==> config.mk <==
export PLATFORM = sky130hd
export DESIGN_NAME = edge_period_frequency_meter
export DESIGN_NICKNAME = d
export VERILOG_FILES = /design/src/rtl/core/epfm_pkg.sv /design/src/rtl/core/edge_period_frequency_meter.sv
export SDC_FILE = /design/constraint.sdc
export NUM_CORES = 1
export LEC_CHECK = 0
export BUFFER_PORTS_ARGS = -buffer_cell sky130_fd_sc_hd__buf_4
export CELL_PAD_IN_SITES_DETAIL_PLACEMENT = 0
export CELL_PAD_IN_SITES_GLOBAL_PLACEMENT = 1
export CORE_MARGIN = 5
export CORE_UTILIZATION = 35
export DETAILED_ROUTE_END_ITERATION = 16
export PLACE_DENSITY_LB_ADDON = 0.08
export SYNTH_ARGS = -nofsm -noshare
export SYNTH_HDL_FRONTEND = slang
export SYNTH_SLANG_ARGS = --single-unit
==> constraint.sdc <==
create_clock -name aclk -period 4.4 [get_ports aclk]
set_input_delay 0.44 -clock aclk [delete_from_list [all_inputs] [get_ports aclk]]
set_output_delay 0.44 -clock aclk [all_outputs]
set_load 0.02 [all_outputs]
==> src/rtl/core/epfm_pkg.sv <==
package epfm_pkg;

    // Input opcodes
    localparam logic [1:0] OP_TIMEOUT = 2'd0;
    localparam logic [1:0] OP_EDGE    = 2'd1;
    localparam logic [1:0] OP_READ    = 2'd2;

    // Cycle phase codes
    localparam logic [1:0] PHASE_NONE     = 2'd0;
    localparam logic [1:0] PHASE_STARTED  = 2'd1;
    localparam logic [1:0] PHASE_MEASURED = 2'd2;

    // Configuration register indexes
    localparam logic [1:0] REG_BUS_CLOCK_HZ       = 2'd0;
    localparam logic [1:0] REG_MAX_INTERVAL       = 2'd1;
    localparam logic [1:0] REG_HIGH_FREQ_INTERVAL = 2'd2;

    // Register reset values
    localparam logic [31:0] BUS_CLOCK_HZ_RESET       = 32'd80000000;
    localparam logic [31:0] MAX_INTERVAL_RESET       = 32'd80000000;
    localparam logic [31:0] HIGH_FREQ_INTERVAL_RESET = 32'd80000;

    localparam int TIMEOUT_BITS = 8;
    localparam logic [TIMEOUT_BITS-1:0] TIMEOUT_RESET = 8'd255;

    localparam int DATA_BITS = 32;
    localparam int DIV_CNT_BITS = 5;
    localparam logic [DIV_CNT_BITS-1:0] DIV_LAST_STEP = 5'd31;

endpackage

==> src/rtl/core/edge_period_frequency_meter.sv <==
// Flow: an accepted transaction is captured (S_IDLE), its interval formed (S_DIFF), the
//   opcode applied (S_APPLY), a read with a nonzero stored interval divided in the
//   bit-serial divider (S_DIV), and the result loaded in S_DONE. One item at a time:
//   s_ready returns once the result is loaded, and later while m_ready stalls the output.
// Reset: synchronous, active low on aresetn; restores the register defaults, timeout
//   count 255, no edge seen, no stored interval, meter running, and an empty output.
module edge_period_frequency_meter #(
    parameter int COUNT_BITS = 24
) (
    input  logic        aclk,
    input  logic        aresetn,

    // Configuration write port
    input  logic        cfg_we,
    input  logic [1:0]  cfg_index,
    input  logic [31:0] cfg_data,

    // Input channel
    input  logic        s_valid,
    output logic        s_ready,
    input  logic [1:0]  s_opcode,
    input  logic [23:0] s_timer_count,

    // Result channel
    output logic        m_valid,
    input  logic        m_ready,
    output logic [31:0] m_frequency,
    output logic [31:0] m_last_interval,
    output logic        m_running,
    output logic [1:0]  m_cycle_status
);

    localparam int STAMP_BITS = COUNT_BITS + epfm_pkg::TIMEOUT_BITS;
    localparam int DW = epfm_pkg::DATA_BITS;

    typedef enum logic [2:0] {
        S_IDLE,
        S_DIFF,
        S_APPLY,
        S_DIV,
        S_DONE
    } state_t;

    state_t state_reg;

    // Configuration registers
    logic [DW-1:0] bus_clock_hz_reg;
    logic [DW-1:0] max_interval_reg;
    logic [DW-1:0] high_freq_interval_reg;

    // Meter state
    logic [epfm_pkg::TIMEOUT_BITS-1:0] timeout_count_reg;
    logic [STAMP_BITS-1:0]             previous_stamp_reg;
    logic [1:0]                        cycle_phase_reg;
    logic [STAMP_BITS-1:0]             stored_interval_reg;
    logic                              enabled_reg;

    // Working registers of the current item
    logic [1:0]            op_reg;
    logic [STAMP_BITS-1:0] stamp_reg;
    logic [STAMP_BITS-1:0] interval_reg;

    // Bit-serial divider: remainder, quotient/dividend shifter and step counter
    logic [DW-1:0]                   rem_reg;
    logic [DW-1:0]                   quo_reg;
    logic [epfm_pkg::DIV_CNT_BITS-1:0] div_cnt_reg;

    // Output register
    logic          m_valid_reg;
    logic [DW-1:0] m_frequency_reg;
    logic [DW-1:0] m_last_interval_reg;
    logic          m_running_reg;
    logic [1:0]    m_cycle_status_reg;

    logic                  s_accept;
    logic                  out_free;
    logic [STAMP_BITS-1:0] stamp_in;
    logic [DW:0]           div_shifted;
    logic [DW:0]           div_diff;
    logic                  div_bit;
    logic [DW-1:0]         div_rem_step;

    assign s_accept = s_valid && s_ready;
    assign out_free = !m_valid_reg || m_ready;

    // Stamp: timeout count above the captured down-count, before any decrement
    assign stamp_in = {timeout_count_reg, s_timer_count[COUNT_BITS-1:0]};

    // One restoring division step: shift in the next dividend bit, trial subtract
    always_comb begin
        div_shifted  = {rem_reg, quo_reg[DW-1]};
        div_diff     = div_shifted - {1'b0, DW'(stored_interval_reg)};
        div_bit      = !div_diff[DW];
        div_rem_step = div_bit ? div_diff[DW-1:0] : div_shifted[DW-1:0];
    end

    always_ff @(posedge aclk) begin
        if (!aresetn) begin
            state_reg              <= S_IDLE;
            bus_clock_hz_reg       <= epfm_pkg::BUS_CLOCK_HZ_RESET;
            max_interval_reg       <= epfm_pkg::MAX_INTERVAL_RESET;
            high_freq_interval_reg <= epfm_pkg::HIGH_FREQ_INTERVAL_RESET;
            timeout_count_reg      <= epfm_pkg::TIMEOUT_RESET;
            previous_stamp_reg     <= '0;
            cycle_phase_reg        <= epfm_pkg::PHASE_NONE;
            stored_interval_reg    <= '0;
            enabled_reg            <= 1'b1;
            div_cnt_reg            <= '0;
            m_valid_reg            <= 1'b0;
        end else begin
            // Configuration writes land at once; unknown indexes drop
            if (cfg_we) begin
                case (cfg_index)
                    epfm_pkg::REG_BUS_CLOCK_HZ:       bus_clock_hz_reg <= cfg_data;
                    epfm_pkg::REG_MAX_INTERVAL:       max_interval_reg <= cfg_data;
                    epfm_pkg::REG_HIGH_FREQ_INTERVAL: high_freq_interval_reg <= cfg_data;
                    default: ;
                endcase
            end

            // Drain the output register when the consumer takes it
            if (m_valid_reg && m_ready) begin
                m_valid_reg <= 1'b0;
            end

            case (state_reg)
                S_IDLE: begin
                    // Capture the transaction and its stamp
                    if (s_accept) begin
                        op_reg    <= s_opcode;
                        stamp_reg <= stamp_in;
                        state_reg <= S_DIFF;
                    end
                end

                S_DIFF: begin
                    // Interval since the previous edge, modulo the stamp width
                    interval_reg <= previous_stamp_reg - stamp_reg;
                    state_reg    <= S_APPLY;
                end

                S_APPLY: begin
                    quo_reg     <= '0;
                    rem_reg     <= '0;
                    div_cnt_reg <= '0;
                    state_reg   <= S_DONE;
                    case (op_reg)
                        epfm_pkg::OP_TIMEOUT: begin
                            if (enabled_reg) begin
                                timeout_count_reg <= timeout_count_reg - 1'b1;
                                // Signal lost: clear the interval and stop
                                if (DW'(interval_reg) > max_interval_reg) begin
                                    stored_interval_reg <= '0;
                                    enabled_reg         <= 1'b0;
                                end
                            end
                        end
                        epfm_pkg::OP_EDGE: begin
                            if (enabled_reg) begin
                                if (cycle_phase_reg == epfm_pkg::PHASE_NONE) begin
                                    cycle_phase_reg <= epfm_pkg::PHASE_STARTED;
                                end else begin
                                    stored_interval_reg <= interval_reg;
                                    cycle_phase_reg     <= epfm_pkg::PHASE_MEASURED;
                                    // Too fast to follow: stop the meter
                                    if (DW'(interval_reg) < high_freq_interval_reg) begin
                                        enabled_reg <= 1'b0;
                                    end
                                end
                                previous_stamp_reg <= stamp_reg;
                            end
                        end
                        epfm_pkg::OP_READ: begin
                            // Load the dividend; skip the divider on a zero interval
                            if (stored_interval_reg != '0) begin
                                quo_reg   <= bus_clock_hz_reg;
                                state_reg <= S_DIV;
                            end
                            // Restart a stopped meter; the stored interval is kept
                            if (!enabled_reg) begin
                                timeout_count_reg  <= epfm_pkg::TIMEOUT_RESET;
                                previous_stamp_reg <= '0;
                                cycle_phase_reg    <= epfm_pkg::PHASE_NONE;
                                enabled_reg        <= 1'b1;
                            end
                        end
                        default: ;
                    endcase
                end

                S_DIV: begin
                    // Advance one quotient bit per cycle
                    rem_reg     <= div_rem_step;
                    quo_reg     <= {quo_reg[DW-2:0], div_bit};
                    div_cnt_reg <= div_cnt_reg + 1'b1;
                    if (div_cnt_reg == epfm_pkg::DIV_LAST_STEP) begin
                        state_reg <= S_DONE;
                    end
                end

                S_DONE: begin
                    // Hold until the output register is free, then load the result
                    if (out_free) begin
                        m_valid_reg         <= 1'b1;
                        m_frequency_reg     <= quo_reg;
                        m_last_interval_reg <= DW'(stored_interval_reg);
                        m_running_reg       <= enabled_reg;
                        m_cycle_status_reg  <= cycle_phase_reg;
                        state_reg           <= S_IDLE;
                    end
                end

                default: begin
                    state_reg <= S_IDLE;
                end
            endcase
        end
    end

    assign s_ready         = (state_reg == S_IDLE);
    assign m_valid         = m_valid_reg;
    assign m_frequency     = m_frequency_reg;
    assign m_last_interval = m_last_interval_reg;
    assign m_running       = m_running_reg;
    assign m_cycle_status  = m_cycle_status_reg;

    // A nonzero frequency always comes from a nonzero stored interval
    assert property (@(posedge aclk) disable iff (!aresetn)
        (m_valid && m_frequency != '0) |-> (m_last_interval != '0))
    else $error("nonzero frequency reported with no stored interval");

    // The divider only runs on a nonzero divisor
    assert property (@(posedge aclk) disable iff (!aresetn)
        (state_reg == S_DIV) |-> (stored_interval_reg != '0))
    else $error("divider running with a zero interval");

    // An accepted transaction keeps the input closed in the following cycle
    assert property (@(posedge aclk) disable iff (!aresetn)
        s_accept |=> !s_ready)
    else $error("input ready right after an accepted transaction");

    // A result never loads over one that the consumer has not taken
    assert property (@(posedge aclk) disable iff (!aresetn)
        (m_valid && !m_ready) |=> m_valid)
    else $error("pending result dropped");

endmodule
# ---- Yosys cells after proc, flatten, opt, wreduce, memory -nomap -nowiden
# Cells that the tools add are included.
dict set report op_classes {
  n_addsub 4
  multipliers 0
  n_div 0
  order_cmp 2
  n_eq_ne 17
  shift 0
  mux 36
  n_bitwise 0
  reduce_logical 27
}
# operator count
set ops {}
lappend ops {{32-bit two-way mux} 9}
lappend ops {{32-bit case mux with 2 select lines} 4}
lappend ops {{33-bit by 32-bit subtractor with 33-bit output} 1}
lappend ops {{32-bit greater-than comparator} 1}
lappend ops {{32-bit less-than comparator} 1}
lappend ops {{32-bit nonzero test} 1}
lappend ops {{32-bit subtractor} 1}
lappend ops {{8-bit two-way mux} 2}
lappend ops {{8-bit case mux with 2 select lines} 1}
lappend ops {{3-bit two-way mux} 5}
lappend ops {{3-bit case mux with 5 select lines} 1}
lappend ops {{2-bit != test (second input constant)} 7}
lappend ops {{2-bit AND reduction} 6}
lappend ops {{5-bit case mux with 2 select lines} 1}
lappend ops {{3-bit AND reduction} 3}
lappend ops {{1-bit two-way mux} 8}
lappend ops {{4-bit AND reduction} 2}
lappend ops {{2-bit nonzero test} 4}
lappend ops {{8-bit by 1-bit subtractor with 8-bit output (second input constant)} 1}
lappend ops {{3-bit by 2-bit equality test with 1-bit output (second input constant)} 2}
lappend ops {{2-bit zero test} 3}
lappend ops {{2-bit two-way mux} 3}
lappend ops {{6-bit AND reduction} 1}
lappend ops {{5-bit by 1-bit adder with 5-bit output (second input constant)} 1}
lappend ops {{13 further kinds} 17}
dict set report totals {
  register_bits 377
  latchBits 0
  ramBits 0
  rom_bits 0
  input_bits 65
  output_inout_bits 69
  word_cells 106
  n_memories 0
}

# ---- Logic depth before layout (Yosys ltp)
# Gate-level depths: netlist of run 1.
dict set report logic_depth {
  ltp_word 5
  mapped_depth 14
}

# ---- Worst setup path after synthesis of run 1
# OpenSTA, ideal clock, no wires.
dict set report synth_path {
  path_type {input to register}
  startpoint {input aresetn}
  endpoint {register m_cycle_status_reg[0] (netlist: m_cycle_status[0]), enable pin}
  setup_time_ns 0.492
  arrival_ns 3.782
  path_slack_ns 0.126
  path_stages 4
  n_path_buf 2
  cell_sequence {clkbuf_1 clkbuf_1 nand2_1 nor2_1}
}
dict set report synth_between {
  elab_chain_len 1
}
# element line
set synth_rtl {}
lappend synth_rtl {{start: declaration} edge_period_frequency_meter.sv:11} ;# input logic aresetn,
lappend synth_rtl {{3-bit AND reduction (no line)} --}
lappend synth_rtl {{end signal: assignment} edge_period_frequency_meter.sv:208} ;# m_cycle_status_reg <= cycle_phase_reg;
lappend synth_rtl {{end: declaration} edge_period_frequency_meter.sv:73} ;# logic [1:0] m_cycle_status_reg;
# Every way passes these cells.
# A chain may end at the register's enable or synchronous reset.

# ---- Worst setup path in the final report of run 1
dict set report layout_path {
  startpoint {register quo_reg[31]}
  endpoint {register rem_reg[1] (data pin)}
}
dict set report layout_between {
  elab_chain_len 3
}
# element line
set layout_rtl {}
lappend layout_rtl {{start: declaration} edge_period_frequency_meter.sv:65} ;# logic [DW-1:0] quo_reg;
lappend layout_rtl {{start signal: assignment} edge_period_frequency_meter.sv:176} ;# quo_reg <= bus_clock_hz_reg;
lappend layout_rtl {{start signal: assignment} edge_period_frequency_meter.sv:194} ;# quo_reg <= {quo_reg[DW-2:0], div_bit};
lappend layout_rtl {{33-bit by 32-bit subtractor with 33-bit output} edge_period_frequency_meter.sv:92} ;# div_diff = div_shifted - {1'b0, DW'(stored_interval_reg)};
lappend layout_rtl {{32-bit two-way mux} edge_period_frequency_meter.sv:94} ;# div_rem_step = div_bit ? div_diff[DW-1:0] : div_shifted[DW-1:0];
lappend layout_rtl {{32-bit case mux with 2 select lines} edge_period_frequency_meter.sv:126} ;# case (state_reg)
lappend layout_rtl {{end signal: assignment} edge_period_frequency_meter.sv:193} ;# rem_reg <= div_rem_step;
lappend layout_rtl {{end: declaration} edge_period_frequency_meter.sv:64} ;# logic [DW-1:0] rem_reg;
# Every way passes these cells.

==> results of run 1 <==
==> power groups by stage <==
stage / sequential [uW] / combinational (uW) / clock [uW]
after floorplan: 4120 / 893 / 0
after global placement: 4180 / 1280 / 0
after detailed placement: 4180 / 1290 / 0
after CTS: 4100 / 1290 / 4040
after global routing: 4120 / 1440 / 4170
final: 4100 / 1280 / 3920
==> layer usage <==
metal	track usage, %	vias to the layer above	part of all wire (%)
li1	-	7124	-
met3	2.67	54	4.0
met5	0	-	0
met2	27.1	247	43
met4	3.99	0	1.9
met1	26.3	6761	51
==> cell usage after synthesis, types with 41 or more instances <==
library cell and number:
a21boi_0 113, nand2_1 364, clkbuf_1 88, inv_1 155, dfxtp_1 180, xnor2_1 41
a21o_1 48, nor2_1 95, ha_1 129, a21oi_1 67, nand3_1 95, o21ai_0 65
edfxtp_1 197
==> layout make-up <==
class / count / area, sq um
tap: 696 / 871
sequential: 377 / 9520
inverter: 155 / 582
timing repair buffer: 156 / 1200
multi-input combinational: 1338 / 8490
antenna: 2 / 5.00
clock inverter: 25 / 348
fill: 5261 / 31500
clock buffer: 58 / 1200
==> cells by family (layout without fill, tap and decap cells) <==
kind of cell	Yosys count	in the layout	share of synthesized area [%]
xor+xnor	60	60	2.78
mux	30	30	1.59
fa+ha+maj	131	131	8.74
compound gates	441	441	15.8
simple gates	676	676	15.6
flops	377	377	50.3
buf+inv	249	394	5.16
other cells	0	2	0
==> per-stage QoR <==
step,worst slack (ns),hold WS [ns],util [%]
after floorplan,0.126,0.406,-
after global placement,1.02,0.436,38.4
after detailed placement,1.00,0.437,38.4
after CTS,0.973,0.00650,41.4
after global routing,0.708,0.0142,41.4
final,0.979,0.0476,41.4
==> worst reg2reg max path: cells and delay by family, from the launching register on <==
kind            cells  cell delay (ns)
simple gates        4             0.50
compound gates      3             0.59
mux                 1             0.36
xor+xnor            1             0.41
buf+inv             2             0.42
flops               1             0.38
fa+ha+maj           2             0.61
==> worst paths after layout <==
| kind | from | endpoint | cells after the start |
|---|---|---|---|
| min reg2reg | quo_reg[27]$_DFFE_PP_ | m_frequency[27]$_DFFE_PP_ | 0 |
| min | s_timer_count[19] | stamp_reg[19]$_DFFE_PP_ | 1 |
| max | quo_reg[31]$_DFFE_PP_ | rem_reg[1]$_SDFFCE_PN0P_ | 13 |
| max reg2reg | quo_reg[31]$_DFFE_PP_ | rem_reg[1]$_SDFFCE_PN0P_ | 13 |
==> layout by cell type, fill, tap and decap left out, types with 18 or more instances in the layout <==
master and count:
a21boi_0 113, nor2_1 93, a21o_1 48, xor2_1 18
o21ai_0 65, xnor2_1 41, a21oi_1 66, dfxtp_1 180
buf_4 151, mux2i_1 29, o211ai_1 21, o22ai_1 35
ha_1 129, nor3_1 27, nand3_1 95, nand4_1 23
nand2_1 363, edfxtp_1 197, inv_1 155, clkbuf_16 45
==> what timing repair did <==
item	in CTS	in global routing
endpoints found under the hold margin	3	0
buffers inserted	0	0
hold buffers	3	0
==> impl_metrics.py, run 1 <==
metrics = {
    "critical_path": {
        "path_buf_inv": 2,
        "worstPathArrival_ns": 3.84,
        "critPathTopFamily": "adder cells",
        "r2r_setup_slack_ns": 0.98,
        "cp.required_ns": 4.82,
        "worstPathCellList": "inv_1, ha_1, fa_1, nor2b_1, o31a_1, o311ai_2, a21oi_1, nor3_2, nor2_2, xor2_4, buf_4, mux2_1, nor2_1",
        "critPathMaxFanout": 15,
        "critPathMaxStageDelay_ns": 0.41,
        "cp-end-kind": "flip-flop",
        "cp-start-kind": "flip-flop",
        "critPathKind": "reg -> reg",
        "cpMaxStageDelayCell": "fa_1",
    },
    "synth": {
        "syn_inst": 1964,
        "yosysWarnings": 0,
        "synth_cell_types": 68,
        "synthArstFlopShare_pct": 0,
        "synth_largest_area_cell": "edfxtp_1",
        "ys_ff_latch": 377,
        "ys_seq_area_share_pct": 50.3,
        "syn_area_per_cell_sq_um": 9.63,
        "synthFlopType": "edfxtp_1",
        "synth_edf_count": 197,
        "syn-cell-area_sq_um": 18900,
        "synth_top_area_share_pct": 31.3,
        "syn-num-nets": 2160,
        "yosys-top-cells-area": "edfxtp_1 (31%), dfxtp_1 (19%), ha_1 (8.5%)",
    },
    "timing": {
        "layout_min_cycle_time_ns": 3.42,
        "maxSlewHeadroom_pct": 18.4,
        "tns_ns": 0,
        "setup_viol": 0,
        "hold_violations": 0,
        "finalCritPeriodShare_pct": 77.8,
        "clock.fmax_mhz": 292,
        "rsz0062_at_grt": "false",
        "worst_pin_slew_ns": 1.22,
        "finClkSkew_ns": 0.0221,
        "finalMaxSlewViolations": 0,
    },
    "power": {
        "p_leak_uw": 0.00845,
        "p_comb_share_pct": 13.8,
        "p_sw_share_pct": 26.5,
        "p_int_uw": 6840,
        "seqPwrFrac_pct": 44.1,
        "power_density_nw_per_um2": 419,
        "p_sw_uw": 2470,
        "ir_drop_mv": 0.303,
        "p_total_uw": 9300,
        "p_clk_share_pct": 42.1,
    },
    "placement": {
        "io_buffers": 133,
        "gp_congestion": 0.835,
        "dp_hpwl_mm": 38.3,
        "dp_cells": 2719,
        "postPlaceCellArea_sq_um": 20600,
    },
    "cts": {
        "cts_max_path_buffers": 3,
        "post_cts_resized": 0,
        "cts_buffers": 45,
        "htreeDepth": 2,
        "root_buffer": "clkbuf_16",
        "insertion_delay_ns": 0.58,
        "clock_sinks": 377,
        "tritoncts": "yes",
        "clk_pin_slew_worst_paths_ns": 0.06,
    },
    "layout": {
        "drive_gt1_share_pct": 11.3,
        "final_nets": 2269,
        "final_area_sq_um": 22200,
        "layout.cells.non_filler": 2807,
        "area_growth_pct": 17.4,
    },
    "floorplanning": {
        "die_width_microns": 243,
        "core-area_sq_um": 53700,
        "std_cell_rows": 85,
        "ios": 134,
        "die_h_microns": 243,
        "design.die.area_sq_um": 58800,
        "initial_core_util_pct": 35.2,
    },
    "grt": {
        "antenna_found_initial": 0,
        "grt_max_degree": 71,
        "grt_overflow": 0,
        "grtUsageTotal_pct": 17.6,
        "grt_pass1_vias": 13987,
        "grt_pass1_wl_mm": 82.2,
    },
    "routing": {
        "ant_nets": 0,
        "vias_per_cell": 5.05,
        "wire_per_inst_microns": 18.9,
        "route.detailed.drc": 0,
        "drt_iter0_markers": 886,
        "dr.pass1.iters": 8,
        "vias": 14186,
        "wirelength_mm": 53.0,
    },
    "flow_run": {
        "drv_cap": 0,
    },
    "worst_hold_path": {
        "holdCritPathClass": "in -> reg",
    },
    "outcome": {
        "outcome": "complete, no violations",
    },
}
No activity file was read; power rests on OpenSTA's default activity.
==> run 2: changes to the inputs <==
clock period = 3.28 ns   (was 4.4 ns; I/O delays follow)
==> impl_metrics.py, run 2 (synthesis results as in run 1) <==
metrics = {
    "outcome": {
        "outcome": "complete, no violations",
    },
    "routing": {
        "ant_nets": 0,
        "vias": 14594,
        "route.detailed.drc": 0,
        "vias_per_cell": 5.03,
        "dr.pass1.iters": 5,
        "drt_iter0_markers": 823,
        "wirelength_mm": 55.2,
        "wire_per_inst_microns": 19.0,
    },
    "layout": {
        "layout_common_cells": "nand2_1 (363), edfxtp_1 (197), buf_4 (195), dfxtp_1 (180), inv_1 (155)",
        "mostFrequentLayoutCell": "nand2_1",
        "diodes": 0,
        "layout.cells.non_filler": 2904,
        "drive_gt1_share_pct": 13.1,
        "fillCellCount": 5262,
        "area_growth_pct": 21.5,
        "final_nets": 2366,
    },
    "critical_path": {
        "critPathTopFamily": "compound AO/OA/AOI/OAI gates",
        "critPathKind": "reg -> reg",
        "critPathMaxFanout": 4,
        "worstPathArrival_ns": 3.39,
        "worstPathCellList": "inv_1, ha_1, nor2b_1, o31a_1, o311ai_2, nand3_1, a31oi_1, o21ai_0, xor2_1, mux2i_1, nor2_1",
        "path_buf_inv": 1,
        "critPathMaxStageDelay_ns": 0.42,
        "cp-start-kind": "flip-flop",
        "cp-end-kind": "flip-flop",
        "cpMaxStageDelayCell": "a31oi_1",
        "cp.required_ns": 3.61,
    },
    "flow_run": {
        "drv_cap": 0,
    },
    "floorplanning": {
        "die_h_microns": 243,
        "initial_core_util_pct": 35.2,
        "core-area_sq_um": 53700,
        "design.die.area_sq_um": 58800,
        "std_cell_rows": 85,
        "ios": 134,
        "die_width_microns": 243,
    },
    "placement": {
        "dp_cells": 2764,
        "dp_hpwl_mm": 40.1,
        "io_buffers": 133,
        "gp_congestion": 0.865,
    },
    "cts": {
        "tritoncts": "yes",
        "cts_buffers": 46,
        "insertion_delay_ns": 0.60,
        "root_buffer": "clkbuf_16",
        "cts_setup_buffers": 0,
        "htreeDepth": 2,
        "clock_sinks": 377,
        "cts_max_path_buffers": 3,
        "clk_pin_slew_worst_paths_ns": 0.06,
    },
    "grt": {
        "grt_max_degree": 73,
        "antenna_found_initial": 0,
        "grtUsageTotal_pct": 18.3,
        "grt_overflow": 0,
        "grt_pass1_vias": 14147,
        "grt_pass1_wl_mm": 85.3,
    },
    "timing": {
        "clock.fmax_mhz": 327,
        "setup_viol": 0,
        "worst_pin_slew_ns": 0.863,
        "hold_violations": 0,
        "rsz0062_at_grt": "false",
        "finalMaxSlewViolations": 0,
        "maxSlewHeadroom_pct": 42.4,
        "tns_ns": 0,
        "finalCritPeriodShare_pct": 93.4,
        "finClkSkew_ns": 0.0256,
        "layout_min_cycle_time_ns": 3.06,
    },
    "worst_hold_path": {
        "holdCritPathClass": "in -> reg",
    },
    "power": {
        "power_density_nw_per_um2": 537,
        "p_leak_uw": 0.00888,
        "p_total_uw": 12400,
        "ir_drop_mv": 0.360,
    },
}
## run 2: cell types whose count changed in the layout (fill, tap and decap cells not counted), moves of 4 or more
| cell | before | now |
|---|---|---|
| clkbuf_1 | 10 | 14 |
| clkbuf_8 | 3 | 8 |
| clkinv_1 | 7 | 0 |
| bufinv_16 | 8 | 1 |
| clkinv_2 | 5 | 11 |
| dlygate4sd3_1 | 3 | 54 |
| buf_4 | 151 | 195 |
## run 2: final timing paths
| path | from | endpoint | slack, ns | cells past startpoint |
|---|---|---|---|---|
| worst min register to register | quo_reg[9]$_DFFE_PP_ | m_frequency[9]$_DFFE_PP_ | 0.45 | 0 |
| worst max register to register | stored_interval_reg[2]$_SDFFE_PN0P_ | rem_reg[18]$_SDFFCE_PN0P_ | 0.22 | 11 |
| worst max-delay path | stored_interval_reg[2]$_SDFFE_PN0P_ | rem_reg[18]$_SDFFCE_PN0P_ | 0.22 | 11 |
| worst min-delay path | cfg_data[17] | bus_clock_hz_reg[17]$_SDFFE_PN0P_ | 0.04 | 3 |
## run 2: area by class of cell
class,instances,area (sq um),share of cell area [%]
Timing Repair Buffer,252,2060,8.94
Sequential cell,377,9520,41.4
Multi-Input combinational cell,1338,8480,36.9
Tap cell,696,871,3.79
Inverter,155,582,2.53
Clock buffer,69,1340,5.82
Clock inverter,17,154,0.669
## run 2: power breakdown
group | internal, uW | total, uW | switching [uW]
registers | 5290 | 5480 | 196
clock network | 2930 | 5000 | 2070
logic | 745 | 1870 | 1130
## run 2: metrics by stage
| stage | worst slack, ns | util [%] | hold slack, ns | cell area [sq um] |
|---|---|---|---|---|
| 5_1_grt | 0.0318 | 42.8 | 0.0289 | 23000 |
| 4_1_cts | 0.230 | 42.8 | 0.00121 | 23000 |
| 6_report | 0.218 | 42.8 | 0.0442 | 23000 |
| 2_1_floorplan | 0.183 | - | 0.406 | 18900 |
| 3_5_place_dp | 0.257 | 39.0 | 0.434 | 21000 |
| 3_3_place_gp | 0.259 | 39.0 | 0.435 | 21000 |
## run 2: routing by layer
layer	global-route usage [%]	up-vias	wire, microns
li1	-	7334	-
met1	27.3	6930	27800
met2	28.1	258	24100
met3	2.46	72	2060
met4	4.72	0	1200
met5	0	-	0
## run 2: tightest hold or removal path: cells and delay by family
| kind | cells | cell delay (ns) |
|---|---|---|
| buf+inv | 1 | 0.13 |
| compound gates | 1 | 0.07 |
| simple gates | 1 | 0.05 |
## run 2: repair_timing
| item | in CTS | in global routing |
|---|---|---|
| hold buffers | 54 | 0 |
| gates resized for setup | 0 | 1 |
| setup endpoints to repair | 0 | 1 |
| endpoints found under the hold margin | 88 | 0 |
==> run 3: changes to the inputs <==
SETUP_SLACK_MARGIN = 0.5   (was not set)
==> impl_metrics.py, run 3 (synthesis results as in run 1) <==
metrics = {
    "placement": {
        "io_buffers": 133,
        "gp_congestion": 0.875,
        "postPlaceCellArea_sq_um": 21000,
        "dp_hpwl_mm": 40.1,
        "place_ws_ns": 0.207,
    },
    "timing": {
        "finClkSkew_ns": 0.0215,
        "finalMaxSlewViolations": 0,
        "worst_slack_ns": 0.373,
        "clock.fmax_mhz": 344,
        "maxSlewHeadroom_pct": 49.2,
        "layout_min_cycle_time_ns": 2.91,
        "tns_ns": 0,
        "hold_violations": 0,
        "setup_viol": 0,
        "worst_pin_slew_ns": 0.762,
        "finalCritPeriodShare_pct": 88.6,
        "rsz0062_at_grt": "true",
    },
    "critical_path": {
        "crit_top_cell": "buf_12",
        "critPathMaxFanout": 7,
        "path_buf_inv": 5,
        "cpMaxStageDelayCell": "edfxtp_1",
        "critPathKind": "reg -> reg",
        "cp.required_ns": 3.59,
        "cp-start-kind": "flip-flop",
        "critPathMaxStageDelay_ns": 0.41,
        "critPathTopFamily": "compound AO/OA/AOI/OAI gates",
        "worstPathArrival_ns": 3.21,
        "worstPathCellList": "inv_2, ha_4, fa_2, nor2b_2, o31a_1, o311ai_4, a21oi_2, nor3_2, nor2_2, xor2_4, buf_12, buf_12, buf_16, buf_4, nor2_4, a211oi_1",
        "cp-end-kind": "flip-flop",
    },
    "grt": {
        "grt_max_degree": 57,
        "grt_pass1_vias": 14368,
        "grt_overflow": 0,
        "grt_use_met2_pct": 28.3,
        "use_met1_pct": 26.8,
        "met3_usage_pct": 3.44,
        "antenna_found_initial": 0,
        "grt-busiest-layer": "met2",
        "grt_pass1_wl_mm": 86.3,
        "grtUsageTotal_pct": 18.5,
    },
    "power": {
        "power_density_nw_per_um2": 528,
        "p_clk_share_pct": 39.3,
        "p_sw_share_pct": 27.6,
        "seqPwrFrac_pct": 43.7,
        "p_comb_share_pct": 17.0,
        "p_sw_uw": 3460,
        "ir_drop_mv": 0.356,
        "p_leak_uw": 0.00907,
        "p_int_uw": 9090,
        "p_total_uw": 12600,
    },
    "routing": {
        "drt_iter0_markers": 788,
        "dr.pass1.iters": 5,
        "wire_per_inst_microns": 19.2,
        "ant_nets": 0,
        "route.detailed.drc": 0,
        "vias": 14698,
        "vias_per_cell": 5.02,
        "wirelength_mm": 56.3,
    },
    "floorplanning": {
        "design.die.area_sq_um": 58800,
        "ios": 134,
        "core-area_sq_um": 53700,
        "initial_core_util_pct": 35.2,
        "die_width_microns": 243,
        "std_cell_rows": 85,
        "die_h_microns": 243,
    },
    "layout": {
        "final_nets": 2390,
        "drive_gt1_share_pct": 18.4,
        "mostFrequentLayoutCell": "nand2_1",
        "diodes": 0,
        "layout_common_cells": "nand2_1 (362), buf_4 (222), edfxtp_1 (197), dfxtp_1 (169), inv_1 (153)",
        "utilization_pct": 44.3,
        "final_area_sq_um": 23800,
        "area_growth_pct": 25.7,
    },
    "cts": {
        "htreeDepth": 2,
        "clock_sinks": 377,
        "root_buffer": "clkbuf_16",
        "cts_max_path_buffers": 3,
        "insertion_delay_ns": 0.58,
        "tritoncts": "yes",
        "cts_buffers": 45,
        "clk_pin_slew_worst_paths_ns": 0.06,
    },
    "outcome": {
        "outcome": "complete, no violations",
    },
    "flow_run": {
        "drv_cap": 0,
    },
    "worst_hold_path": {
        "holdCritPathClass": "in -> reg",
    },
}
-- run 3: changes by cell type in the layout (fill, tap and decap cells not counted), sizes merged --
cell,previous run,this run
clkbuf,69,55
clkinv,12,20
bufinv,1,4
buf,198,234
dlygate4sd3,54,42
clkinvlp,0,1
-- run 3: stage by stage --
step,cells,hold WS (ns)
global route,2926,0.0205
finish,2926,0.0439
floorplan,1964,0.406
detailed placement,2765,0.437
global placement,2765,0.435
CTS,2905,0.000459
-- run 3: final timing paths --
| check | depth (start not counted) | startpoint | slack [ns] | end |
|---|---|---|---|---|
| worst min-delay path | 3 | cfg_data[9] | 0.04 | max_interval_reg[9]$_SDFFE_PN0P_ |
| worst max-delay path | 16 | quo_reg[31]$_DFFE_PP_ | 0.37 | rem_reg[0]$_SDFFCE_PN0P_ |
| worst max register to register | 16 | quo_reg[31]$_DFFE_PP_ | 0.37 | rem_reg[0]$_SDFFCE_PN0P_ |
| worst min register to register | 0 | quo_reg[9]$_DFFE_PP_ | 0.45 | m_frequency[9]$_DFFE_PP_ |
-- run 3: final cells by class --
cell class,count,area (sq um)
Clock buffer,54,1180
Clock inverter,29,272
Fill cell,5205,29900
Inverter,155,582
Multi-Input combinational cell,1338,8990
Sequential cell,377,9540
Tap cell,696,871
Timing Repair Buffer,277,2360
-- run 3: power groups by stage --
stage          clock, uW  sequential, uW  combinational (uW)
2_1_floorplan          0            5520                1200
3_3_place_gp           0            5580                1800
3_5_place_dp           0            5590                1810
4_1_cts             5100            5490                2040
5_1_grt             5290            5510                2350
6_report            4940            5480                2130
-- run 3: routing by layer --
layer / wire, microns / up-vias
li1: - / 7352
met1: 27300 / 6918
met2: 24300 / 334
met3: 3110 / 94
met4: 1600 / 0
met5: 0 / -
-- run 3: worst reg2reg max path, cell delays in order, from the launching register on --
cell	delay [ns]
edfxtp_1	0.41
inv_2	0.08
ha_4	0.13
fa_2	0.21
nor2b_2	0.05
o31a_1	0.28
o311ai_4	0.33
a21oi_2	0.11
nor3_2	0.14
nor2_2	0.08
xor2_4	0.17
buf_12	0.16
buf_12	0.13
buf_16	0.13
buf_4	0.13
nor2_4	0.06
a211oi_1	0.04
-- run 3: repair_timing --
| item | in CTS | in global routing |
|---|---|---|
| resized for setup | 52 | 66 |
| hold endpoints to repair | 56 | 0 |
| cloned | 4 | 1 |
| pin swaps | 18 | 27 |
| endpoints found under the setup margin | 71 | 79 |
| setup buffers | 11 | 20 |
| hold buffers | 42 | 0 |
